File: src/rtl/core/sv39ptw_pkg.sv
// Shared types, constants and helpers for the Sv39 page table walker.
// No dependencies; every other file in rtl/core refers to this package.

package sv39ptw_pkg;

    localparam int VA_BITS    = 38;
    localparam int VA_W       = 39;
    localparam int PPN_W      = 44;
    localparam int PA_W       = 56;
    localparam int PTE_W      = 64;
    localparam int VPN_IDX_W  = 9;
    localparam int PAGE_SHIFT = 12;

    localparam int PTE_VALID_BIT = 0;
    localparam int PTE_USER_BIT  = 4;
    localparam int PTE_PPN_LSB   = 10;

    typedef enum logic [1:0] {
        LVL_0    = 2'd0,
        LVL_1    = 2'd1,
        LVL_2    = 2'd2,
        LVL_NONE = 2'd3
    } level_t;

    typedef enum logic [1:0] {
        KIND_READ  = 2'd0,
        KIND_DONE  = 2'd1,
        KIND_FAULT = 2'd2
    } kind_t;

    typedef enum logic [2:0] {
        FLT_NONE       = 3'd0,
        FLT_VA_RANGE   = 3'd1,
        FLT_NO_TABLE   = 3'd2,
        FLT_LEAF_INVAL = 3'd3,
        FLT_NOT_USER   = 3'd4,
        FLT_UNEXP_RESP = 3'd5
    } fault_t;

    localparam logic FUNC_REQUEST  = 1'b0;
    localparam logic FUNC_RESPONSE = 1'b1;

    // Walk state carried between beats
    typedef struct packed {
        logic             busy;
        logic [1:0]       level;
        logic [VA_W-1:0]  va;
        logic [1:0]       depth;
    } walk_state_t;

    // One result beat
    typedef struct packed {
        logic [1:0]       kind;
        logic [PA_W-1:0]  phys_addr;
        logic [2:0]       fault_code;
    } walk_result_t;

    // Select the 9-bit table index of the virtual address for a level
    function automatic logic [VPN_IDX_W-1:0] vpn_index(input logic [1:0] level,
                                                       input logic [VA_W-1:0] va);
        logic [VPN_IDX_W-1:0] idx;
        idx = '0;
        case (level)
            LVL_0:   idx = va[PAGE_SHIFT +: VPN_IDX_W];
            LVL_1:   idx = va[PAGE_SHIFT + VPN_IDX_W +: VPN_IDX_W];
            LVL_2:   idx = va[PAGE_SHIFT + 2*VPN_IDX_W +: VPN_IDX_W];
            default: idx = '0;
        endcase
        return idx;
    endfunction

    // Physical address of the PTE: table base plus index times eight
    function automatic logic [PA_W-1:0] pte_address(input logic [PPN_W-1:0] table_ppn,
                                                    input logic [1:0] level,
                                                    input logic [VA_W-1:0] va);
        return {table_ppn, vpn_index(level, va), 3'b000};
    endfunction

endpackage

File: src/rtl/core/sv39ptw_if.sv
// Valid/ready channel interfaces for the walker: lookup/response beats in,
// result beats out. Depends on sv39ptw_pkg for field widths.

interface sv39ptw_in_if;
    logic                            valid;
    logic                            ready;
    logic                            func;
    logic [sv39ptw_pkg::VA_W-1:0]    virt_addr;
    logic [1:0]                      stop_depth;
    logic [sv39ptw_pkg::PTE_W-1:0]   pte_word;

    modport source (output valid, func, virt_addr, stop_depth, pte_word, input ready);
    modport sink   (input valid, func, virt_addr, stop_depth, pte_word, output ready);
endinterface

interface sv39ptw_out_if;
    logic                            valid;
    logic                            ready;
    logic [1:0]                      kind;
    logic [sv39ptw_pkg::PA_W-1:0]    phys_addr;
    logic [2:0]                      fault_code;

    modport source (output valid, kind, phys_addr, fault_code, input ready);
    modport sink   (input valid, kind, phys_addr, fault_code, output ready);
endinterface

File: src/rtl/core/sv39ptw_step.sv
// Combinational step of the walk: one beat plus current state gives the
// next state and one result. Depends on sv39ptw_pkg.

module sv39ptw_step
(
    input  logic                              func,
    input  logic [sv39ptw_pkg::VA_W-1:0]      virt_addr,
    input  logic [1:0]                        stop_depth,
    input  logic [sv39ptw_pkg::PTE_W-1:0]     pte_word,
    input  logic [sv39ptw_pkg::PPN_W-1:0]     root_ppn,
    input  sv39ptw_pkg::walk_state_t          state_cur,
    output sv39ptw_pkg::walk_state_t          state_next,
    output sv39ptw_pkg::walk_result_t         result
);

    logic                              va_oob;
    logic                              is_final;
    logic [1:0]                        lvl_dec;
    logic [sv39ptw_pkg::PPN_W-1:0]     pte_ppn;

    assign va_oob   = (virt_addr >> sv39ptw_pkg::VA_BITS) != '0;
    assign lvl_dec  = state_cur.level - 2'd1;
    assign pte_ppn  = pte_word[sv39ptw_pkg::PTE_PPN_LSB +: sv39ptw_pkg::PPN_W];
    assign is_final = (state_cur.level == sv39ptw_pkg::LVL_0)
                   || ((2'd2 - state_cur.level) == state_cur.depth);

    always_comb
    begin
        state_next        = state_cur;
        result.kind       = sv39ptw_pkg::KIND_FAULT;
        result.phys_addr  = '0;
        result.fault_code = sv39ptw_pkg::FLT_NONE;

        if (func == sv39ptw_pkg::FUNC_REQUEST)
        begin
            if (va_oob)
            begin
                state_next.busy   = 1'b0;
                result.fault_code = sv39ptw_pkg::FLT_VA_RANGE;
            end
            else
            begin
                state_next.busy  = 1'b1;
                state_next.level = sv39ptw_pkg::LVL_2;
                state_next.va    = virt_addr;
                state_next.depth = stop_depth;
                result.kind      = sv39ptw_pkg::KIND_READ;
                result.phys_addr = sv39ptw_pkg::pte_address(root_ppn, sv39ptw_pkg::LVL_2,
                                                            virt_addr);
            end
        end
        else if (!state_cur.busy)
        begin
            result.fault_code = sv39ptw_pkg::FLT_UNEXP_RESP;
        end
        else if (is_final)
        begin
            state_next.busy = 1'b0;
            if (!pte_word[sv39ptw_pkg::PTE_VALID_BIT])
                result.fault_code = sv39ptw_pkg::FLT_LEAF_INVAL;
            else if (!pte_word[sv39ptw_pkg::PTE_USER_BIT])
                result.fault_code = sv39ptw_pkg::FLT_NOT_USER;
            else
            begin
                result.kind      = sv39ptw_pkg::KIND_DONE;
                result.phys_addr = {pte_ppn, {sv39ptw_pkg::PAGE_SHIFT{1'b0}}};
            end
        end
        else if (!pte_word[sv39ptw_pkg::PTE_VALID_BIT])
        begin
            state_next.busy   = 1'b0;
            result.fault_code = sv39ptw_pkg::FLT_NO_TABLE;
        end
        else
        begin
            state_next.level = lvl_dec;
            result.kind      = sv39ptw_pkg::KIND_READ;
            result.phys_addr = sv39ptw_pkg::pte_address(pte_ppn, lvl_dec, state_cur.va);
        end
    end

endmodule

File: src/rtl/core/sv39_page_table_walker_unit.sv
// Top level of the Sv39 page table walker: configuration register, walk
// state, result register. Depends on sv39ptw_pkg, sv39ptw_if, sv39ptw_step.

// Usage:
//   in_chan carries two sorts of beat. func = 0 opens a lookup for virt_addr
//   with stop_depth (0, 1, 2 end at the level-2, -1, -0 table; 3 acts as 2).
//   func = 1 hands back the PTE that memory returned for the last read.
//   out_chan gives exactly one result beat per input beat: a PTE read
//   request (kind 0, phys_addr = PTE address), a finished translation
//   (kind 1, phys_addr = page base) or a fault (kind 2, fault_code).
//   A new lookup while a walk is open drops that walk.
//   cfg_wr_en / cfg_wr_data load the root table PPN; write it only while idle.
// Timing:
//   Each beat is decoded by one short combinational step (index select,
//   two flag checks, address form) into the result register, so a result
//   appears in the cycle after acceptance; one beat per cycle while out_chan.ready is high.
//   in_chan.ready is high whenever the result register is empty or being
//   drained in the same cycle; a stalled receiver holds the result and, one
//   beat later, stalls the input side too.
// Reset:
//   rst_n low clears the result valid flag, the walk state (idle) and the
//   root PPN to zero; the result payload is not reset.

module sv39_page_table_walker_unit
(
    input  logic                              clk,
    input  logic                              rst_n,
    input  logic                              cfg_wr_en,
    input  logic [sv39ptw_pkg::PPN_W-1:0]     cfg_wr_data,
    sv39ptw_in_if.sink                        in_chan,
    sv39ptw_out_if.source                     out_chan
);

    logic [sv39ptw_pkg::PPN_W-1:0]  root_ppn_reg;
    sv39ptw_pkg::walk_state_t       state_reg;
    sv39ptw_pkg::walk_state_t       state_next;
    sv39ptw_pkg::walk_result_t      result_next;
    sv39ptw_pkg::walk_result_t      result_reg;
    logic                           out_valid_reg;
    logic                           in_fire;

    // Take a beat when the result slot is free or drains this cycle
    assign in_chan.ready = !out_valid_reg || out_chan.ready;
    assign in_fire       = in_chan.valid && in_chan.ready;

    sv39ptw_step u_step
    (
        .func       (in_chan.func),
        .virt_addr  (in_chan.virt_addr),
        .stop_depth (in_chan.stop_depth),
        .pte_word   (in_chan.pte_word),
        .root_ppn   (root_ppn_reg),
        .state_cur  (state_reg),
        .state_next (state_next),
        .result     (result_next)
    );

    // Root table register
    always_ff @(posedge clk or negedge rst_n)
    begin
        if (!rst_n)
            root_ppn_reg <= '0;
        else if (cfg_wr_en)
            root_ppn_reg <= cfg_wr_data;
    end

    // Walk state: advance only on an accepted beat
    always_ff @(posedge clk or negedge rst_n)
    begin
        if (!rst_n)
            state_reg <= '0;
        else if (in_fire)
            state_reg <= state_next;
    end

    // Result valid: set on accept, drop when taken without a new beat
    always_ff @(posedge clk or negedge rst_n)
    begin
        if (!rst_n)
            out_valid_reg <= 1'b0;
        else if (in_fire)
            out_valid_reg <= 1'b1;
        else if (out_chan.ready)
            out_valid_reg <= 1'b0;
    end

    // Result payload: hold while stalled
    always_ff @(posedge clk)
    begin
        if (in_fire)
            result_reg <= result_next;
    end

    assign out_chan.valid      = out_valid_reg;
    assign out_chan.kind       = result_reg.kind;
    assign out_chan.phys_addr  = result_reg.phys_addr;
    assign out_chan.fault_code = result_reg.fault_code;

endmodule

File: src/flat_wrapper.sv
// flat-port wrapper written by rule: the top's interface ports become plain ports
module sv39_page_table_walker_unit_flat 
  (clk, rst_n, cfg_wr_en, cfg_wr_data, in_chan_valid, in_chan_func, in_chan_virt_addr, in_chan_stop_depth, in_chan_pte_word, in_chan_ready, out_chan_valid, out_chan_kind, out_chan_phys_addr, out_chan_fault_code, out_chan_ready);
  sv39ptw_in_if in_chan_i ();
  sv39ptw_out_if out_chan_i ();
  input  logic clk;
  input  logic rst_n;
  input  logic cfg_wr_en;
  input  logic [sv39ptw_pkg::PPN_W-1:0] cfg_wr_data;
  input wire logic [$bits(in_chan_i.valid)-1:0] in_chan_valid;
  input wire logic [$bits(in_chan_i.func)-1:0] in_chan_func;
  input wire logic [$bits(in_chan_i.virt_addr)-1:0] in_chan_virt_addr;
  input wire logic [$bits(in_chan_i.stop_depth)-1:0] in_chan_stop_depth;
  input wire logic [$bits(in_chan_i.pte_word)-1:0] in_chan_pte_word;
  output wire logic [$bits(in_chan_i.ready)-1:0] in_chan_ready;
  output wire logic [$bits(out_chan_i.valid)-1:0] out_chan_valid;
  output wire logic [$bits(out_chan_i.kind)-1:0] out_chan_kind;
  output wire logic [$bits(out_chan_i.phys_addr)-1:0] out_chan_phys_addr;
  output wire logic [$bits(out_chan_i.fault_code)-1:0] out_chan_fault_code;
  input wire logic [$bits(out_chan_i.ready)-1:0] out_chan_ready;
  assign in_chan_i.valid = in_chan_valid;
  assign in_chan_i.func = in_chan_func;
  assign in_chan_i.virt_addr = in_chan_virt_addr;
  assign in_chan_i.stop_depth = in_chan_stop_depth;
  assign in_chan_i.pte_word = in_chan_pte_word;
  assign in_chan_ready = in_chan_i.ready;
  assign out_chan_valid = out_chan_i.valid;
  assign out_chan_kind = out_chan_i.kind;
  assign out_chan_phys_addr = out_chan_i.phys_addr;
  assign out_chan_fault_code = out_chan_i.fault_code;
  assign out_chan_i.ready = out_chan_ready;
  sv39_page_table_walker_unit u_core (.clk(clk), .rst_n(rst_n), .cfg_wr_en(cfg_wr_en), .cfg_wr_data(cfg_wr_data), .in_chan(in_chan_i), .out_chan(out_chan_i));
endmodule
File: config.mk
export PLATFORM = sky130hd
export DESIGN_NAME = sv39_page_table_walker_unit_flat
export DESIGN_NICKNAME = d
export VERILOG_FILES = /design/src/rtl/core/sv39ptw_pkg.sv /design/src/rtl/core/sv39ptw_if.sv /design/src/rtl/core/sv39ptw_step.sv /design/src/rtl/core/sv39_page_table_walker_unit.sv /design/src/flat_wrapper.sv
export SDC_FILE = /design/constraint.sdc
export NUM_CORES = 1
export LEC_CHECK = 0
export ABC_AREA = 1
export BUFFER_PORTS_ARGS = -buffer_cell sky130_fd_sc_hd__buf_2
export CAP_MARGIN = 20
export CORE_MARGIN = 3
export CORE_UTILIZATION = 49
export CTS_CLUSTER_DIAMETER = 100
export DETAILED_ROUTE_END_ITERATION = 10
export PLACE_DENSITY = 0.77
export RECOVER_POWER = 50
export REMOVE_ABC_BUFFERS = 1
export SLEW_MARGIN = 10
export SYNTH_ARGS = -nofsm -noshare
export SYNTH_HDL_FRONTEND = slang
export SYNTH_SLANG_ARGS = --single-unit
File: constraint.sdc
create_clock -name clk -period 3.1 [get_ports clk]
set_clock_uncertainty 0.15 [all_clocks]
set_input_delay 0.31 -clock clk [delete_from_list [all_inputs] [get_ports clk]]
set_output_delay 0.31 -clock clk [all_outputs]
set_load 0.1 [all_outputs]
---- Word level (Yosys, flattened, before mapping) ----
Index checks and enable logic that the tools add are counted.
storage, ports and cells
  register bits ........................... 149
  input port bits ......................... 155
  word-level logic and storage cells ...... 52
cells by class
  add/subtract/negate cells ............... 2
  equality and inequality tests ........... 7
  mux-type cells .......................... 23
  bitwise logic cells ..................... 2
  reduce and logical (&&, ||, !) cells .... 9
operators with widths
  operator             count
  $mux 58              5
  $mux 61              2
  $mux 43              1
  $pmux 9 s3           1
  $mux 3               5
  $mux 1               6
  $mux 2               3
  $reduce_and 5->1     1
  $logic_not 2->1      2
  $ne 2x1->1 const B   2
  $ne 2x2->1 const B   2
  $reduce_and 3->1     1
  $eq 2x1->1 const B   1
  $eq 2x2->1           1
  $eq 2x2->1 const B   1
  $logic_or 1x1->1     2
  $not 1->1            2
  $reduce_bool 2->1    1
  $sub 2x1->2 const B  1
  $sub 2x2->2 const A  1
  $logic_and 1x1->1    1
  $logic_not 1->1      1

---- Longest topological paths before layout ----
  depth in word-level cells ............... 7
  depth in mapped cells ................... 11
  depth with buffers taken out ............ 10

---- Hierarchy ----
A second synthesis with hierarchy kept.
unflattened totals
  cells, all modules ...................... 821
  area, all modules ....................... 7068.0 µm²
by module, submodules not included
  module                       instances  cells an instance  area an instance (µm²)  seq. area each (µm²)
  sv39_page_table_walker_unit  1          443                5460.2                  4058.9
  sv39ptw_step                 1          378                1607.8                  0.0

---- Worst setup path after synthesis ----
Ideal clock, no wire load.
  path type ............................... reg-to-reg
  start ................................... register u_core.out_valid_reg (netlist: u_core.out_chan.valid)
  end ..................................... register u_core.state_reg[0] in the netlist's numbering
  arrival ................................. 2.672 ns
  data required time ...................... 2.824 ns
  path slack .............................. 0.152 ns
  cell stages (with the launch flop) ...... 6
  buffers on the path ..................... 1
  clock period less this slack ............ 2.948 ns
  path through ............................ dfrtp_1 > a21oi_4 > nand2_2 > inv_1 > buf_4 > o21ai_0
on the way
  cells in the longest elaborated chain, start to end .. 4
ends and longest elaborated chain
  item                               RTL line                           source
  start, declared                    sv39_page_table_walker_unit.sv:39  logic out_valid_reg;
  start signal, assigned             sv39_page_table_walker_unit.sv:80  out_valid_reg <= 1'b0;
  start signal, assigned             sv39_page_table_walker_unit.sv:82  out_valid_reg <= 1'b1;
  start signal, assigned             sv39_page_table_walker_unit.sv:84  out_valid_reg <= 1'b0;
  $logic_not 1->1                    sv39_page_table_walker_unit.sv:43  assign in_chan.ready = !out_valid_reg || out_chan.ready;
  $logic_or 1x1->1                   sv39_page_table_walker_unit.sv:43
  $logic_and 1x1->1                  sv39_page_table_walker_unit.sv:44  assign in_fire = in_chan.valid && in_chan.ready;
  named net u_core.in_fire           sv39_page_table_walker_unit.sv:40  logic in_fire;
  $reduce_and 3->1 (no source line)  n/a
  end signal, assigned               sv39_page_table_walker_unit.sv:73  state_reg <= state_next;
  end, declared                      sv39_page_table_walker_unit.sv:35  sv39ptw_pkg::walk_state_t state_reg;
The timed path passes the listed nets, and every way through them passes these cells.
A chain may end at the register's enable or synchronous reset.

---- Final worst setup path ----
  start ................................... input port cfg_wr_en
  end ..................................... register u_core.root_ppn_reg[0] in the netlist's numbering
RTL lines
  item                  RTL line                           source
  start, declared       flat_wrapper.sv:8                  input logic cfg_wr_en;
  end signal, assigned  sv39_page_table_walker_unit.sv:64  root_ppn_reg <= cfg_wr_data;
  end, declared         sv39_page_table_walker_unit.sv:34  logic [sv39ptw_pkg::PPN_W-1:0] root_ppn_reg;
No word-level cell between the ends.

==> impl_metrics.py <==
metrics = {
    "outcome": {
        "status": "finished with violations",
        "violations": "max-capacitance violations, max-slew violations",
    },
    "synth": {
        "postSynthCellCount": 527,
        "synth_seq_cells": 134,
        "yosysTopAreaCell": "dfrtp_1",
        "ys_top_cells_by_area": "dfrtp_1 (34%), edfxtp_1 (31%), nand2_1 (16%), mux2_2 (8.7%), inv_1 (1.3%)",
        "netlist_area_um2": 5670,
        "netlist_top_cells_count": "nand2_1 (245), dfrtp_1 (76), edfxtp_1 (58), mux2_2 (44), inv_1 (19)",
        "synth_most_common_cell": "nand2_1",
        "yosys_warnings": 0,
        "synthArstFlopShare_pct": 56.7,
        "yosysSeqAreaShare_pct": 64.3,
        "synth.top_cell.area_share_pct": 33.6,
        "syn_area_per_cell_um2": 10.8,
        "synth-edff-count": 58,
        "synthFlopType": "dfrtp_1",
        "ys_types": 26,
    },
    "cts": {
        "clockBufferDepth": 2,
        "cts.sinks": 134,
        "postCtsSetupBuffers": 0,
        "cts_root_buf": "clkbuf_16",
        "insertion_delay_ns": 0.40,
        "clkSlewWorstSetupHoldPaths_ns": 0.06,
        "cts_tree": "done",
        "cts_buffers": 17,
        "h-tree-depth": 4,
    },
    "final_layout": {
        "stdcell_count": 923,
        "drive_gt1_share_pct": 29.9,
        "area_delta_synth_final_pct": 38.4,
        "nets": 930,
        "n_antenna_cell": 0,
        "largest_register_ffs": 53,
    },
    "worst_setup_path": {
        "cp.required_ns": 3.22,
        "critPathKind": "in -> reg",
        "end_kind": "flop",
        "cp_max_fo": 44,
        "slowest_stage": "clkbuf_1",
        "critPathBufInv": 1,
        "max_stage_delay_ns": 1.83,
        "start_kind": "input port",
        "path_delay_family": "buffers and inverters",
        "path_cells": "clkbuf_1 -> mux2_2",
        "crit_arrival_ns": 2.65,
    },
    "route": {
        "via_count": 4539,
        "totalWireLength_um": 14100,
        "drcViolationCount": 0,
        "drt_first_pass_iters": 5,
        "first_iter_violations": 321,
        "wire_per_inst_um": 15.2,
        "viasPerCell": 4.92,
        "final_antenna_net_count": 0,
    },
    "power_and_ir_drop": {
        "ir_worst_vdd_mv": 0.358,
        "p_clk_share_pct": 39.5,
        "pwr-share-comb_pct": 20.0,
        "total_power_uw": 5330,
        "power.switching_uw": 1580,
        "p_leak_uw": 0.00375,
        "p_sw_share_pct": 29.7,
        "p_seq_share_pct": 40.5,
        "internal_power_uw": 3750,
        "power_density_nw_per_um2": 680,
    },
    "min_path": {
        "hp-class": "in -> reg",
    },
    "sta": {
        "timing.slew.headroom_pct": -75.6,
        "setup_viol": 0,
        "hold_viol": 0,
        "post-route-min-period_ns": 2.53,
        "max_freq_mhz": 395,
        "worstMarginPinSlew_ns": 2.63,
        "final_max_slew_viol_count": 122,
        "post-route-period-util_pct": 81.6,
        "rsz0062_at_grt": "false",
    },
    "placed_design": {
        "dpl.cell_count": 830,
        "post-dp-hpwl_um": 8710,
        "io_buffers": 184,
        "place_congestion": 0.786,
    },
    "global_routing": {
        "grt.overflow.total": 0,
        "antenna_found_initial": 1,
        "track_usage_pct": 22.2,
        "grt_pass1_vias": 4761,
        "grt_max_degree": 77,
        "grt_pass1_wl_um": 22600,
    },
    "floorplanning": {
        "dieArea_um2": 12900,
        "start_util_pct": 51.2,
        "die_y_um": 114,
        "die_w_um": 114,
        "row_count": 38,
        "io_pins": 218,
        "core_um2": 11100,
    },
    "flow_run": {
        "drv_cap": 2,
    },
}
-- logic make-up after synthesis --
kind of cell               Yosys count  synth area share (%)
other                                1                0.0662
buffers and inverters               50                  4.44
AOI/OAI and AO/OA                   25                  2.98
DFF                                134                  64.3
and+or+nand+nor                    268                  18.4
muxes                               44                  8.74
adders and majority gates            5                  1.10
-- worst paths after layout --
kind / from / endpoint / slack, ns / cells past startpoint
max: cfg_wr_en / u_core.root_ppn_reg[0] / 0.57 / 2
min: cfg_wr_data[41] / u_core.root_ppn_reg[41] / 0.008 / 2
max reg2reg: u_core.state_reg[41] / u_core.out_chan.phys_addr[52] / 0.68 / 11
min reg2reg: u_core.state_reg[28] / u_core.state_reg[28] / 0.34 / 2
max in group asynchronous: rst_n / u_core.root_ppn_reg[1] / 0.86 / 2
min in group asynchronous: rst_n / u_core.state_reg[24] / 0.82 / 2
-- power groups by stage --
stage | registers, uW | logic (uW) | clock network [uW]
after floorplan | 2550 | 384 | 0
after global placement | 2180 | 980 | 0
after detailed placement | 2190 | 1010 | 0
after CTS | 2160 | 1070 | 2130
after global routing | 2180 | 1160 | 2220
final | 2160 | 1070 | 2110
-- layout by cell type (no fill, tap or decap) --
cell type / n
o22ai_1: 8
nand2_2: 2
buf_4: 3
inv_1: 19
edfxtp_1: 58
nand4_1: 1
clkinv_4: 3
conb_1: 3
nand3_1: 12
o21ai_4: 1
inv_2: 3
mux2_2: 44
buf_2: 148
clkinvlp_4: 2
nor2_1: 5
clkbuf_16: 17
a21oi_1: 1
bufinv_16: 4
inv_6: 1
a22o_1: 1
nand2_1: 245
a21boi_0: 1
dfrtp_1: 76
dlygate4sd3_1: 61
o211ai_1: 1
nor2_4: 1
o21ai_0: 11
nand3_2: 2
clkbuf_8: 1
clkbuf_1: 38
buf_16: 1
o21bai_1: 1
clkbuf_2: 1
clkinv_1: 2
ha_1: 5
-- through the flow --
stage / hold WS [ns] / setup WS [ns] / util [%] / setup TNS [ns] / instance area (um2)
3_3_place_gp: 0.312 / 0.705 / 59.9 / 0 / 6640
5_1_grt: 0.000266 / 0.472 / 70.8 / 0 / 7840
3_5_place_dp: 0.316 / 0.701 / 60.2 / 0 / 6670
2_1_floorplan: -0.136 / -0.445 / - / -8.47 / 5510
4_1_cts: 0.000804 / 0.674 / 71.3 / 0 / 7900
6_report: 0.00846 / 0.571 / 70.8 / 0 / 7840
-- layer usage --
metal / GRT usage, % / up-vias / share of wire (%) / wire length, um
met1: 26.0 / 2134 / 41 / 5710
met4: 5.77 / 2 / 0.96 / 135
met2: 40.2 / 186 / 51 / 7220
li1: - / 2197 / - / -
met3: 5.89 / 20 / 7.1 / 1000
met5: 0 / - / 0.064 / 9
-- area by class of cell --
cell class / instances / area (um2)
Multi-Input combinational cell: 345 / 1780
Fill cell: 787 / 3240
Sequential cell: 134 / 3640
Timing Repair Buffer: 249 / 1540
Clock buffer: 21 / 450
Clock inverter: 11 / 174
Inverter: 23 / 86.3
Tap cell: 140 / 175
-- what timing repair did --
action / CTS / global route
endpoints found under the hold margin: 136 / 0
hold buffers: 61 / 0
gates resized for setup: 0 / 0
(Power assumes the default switching activity.)
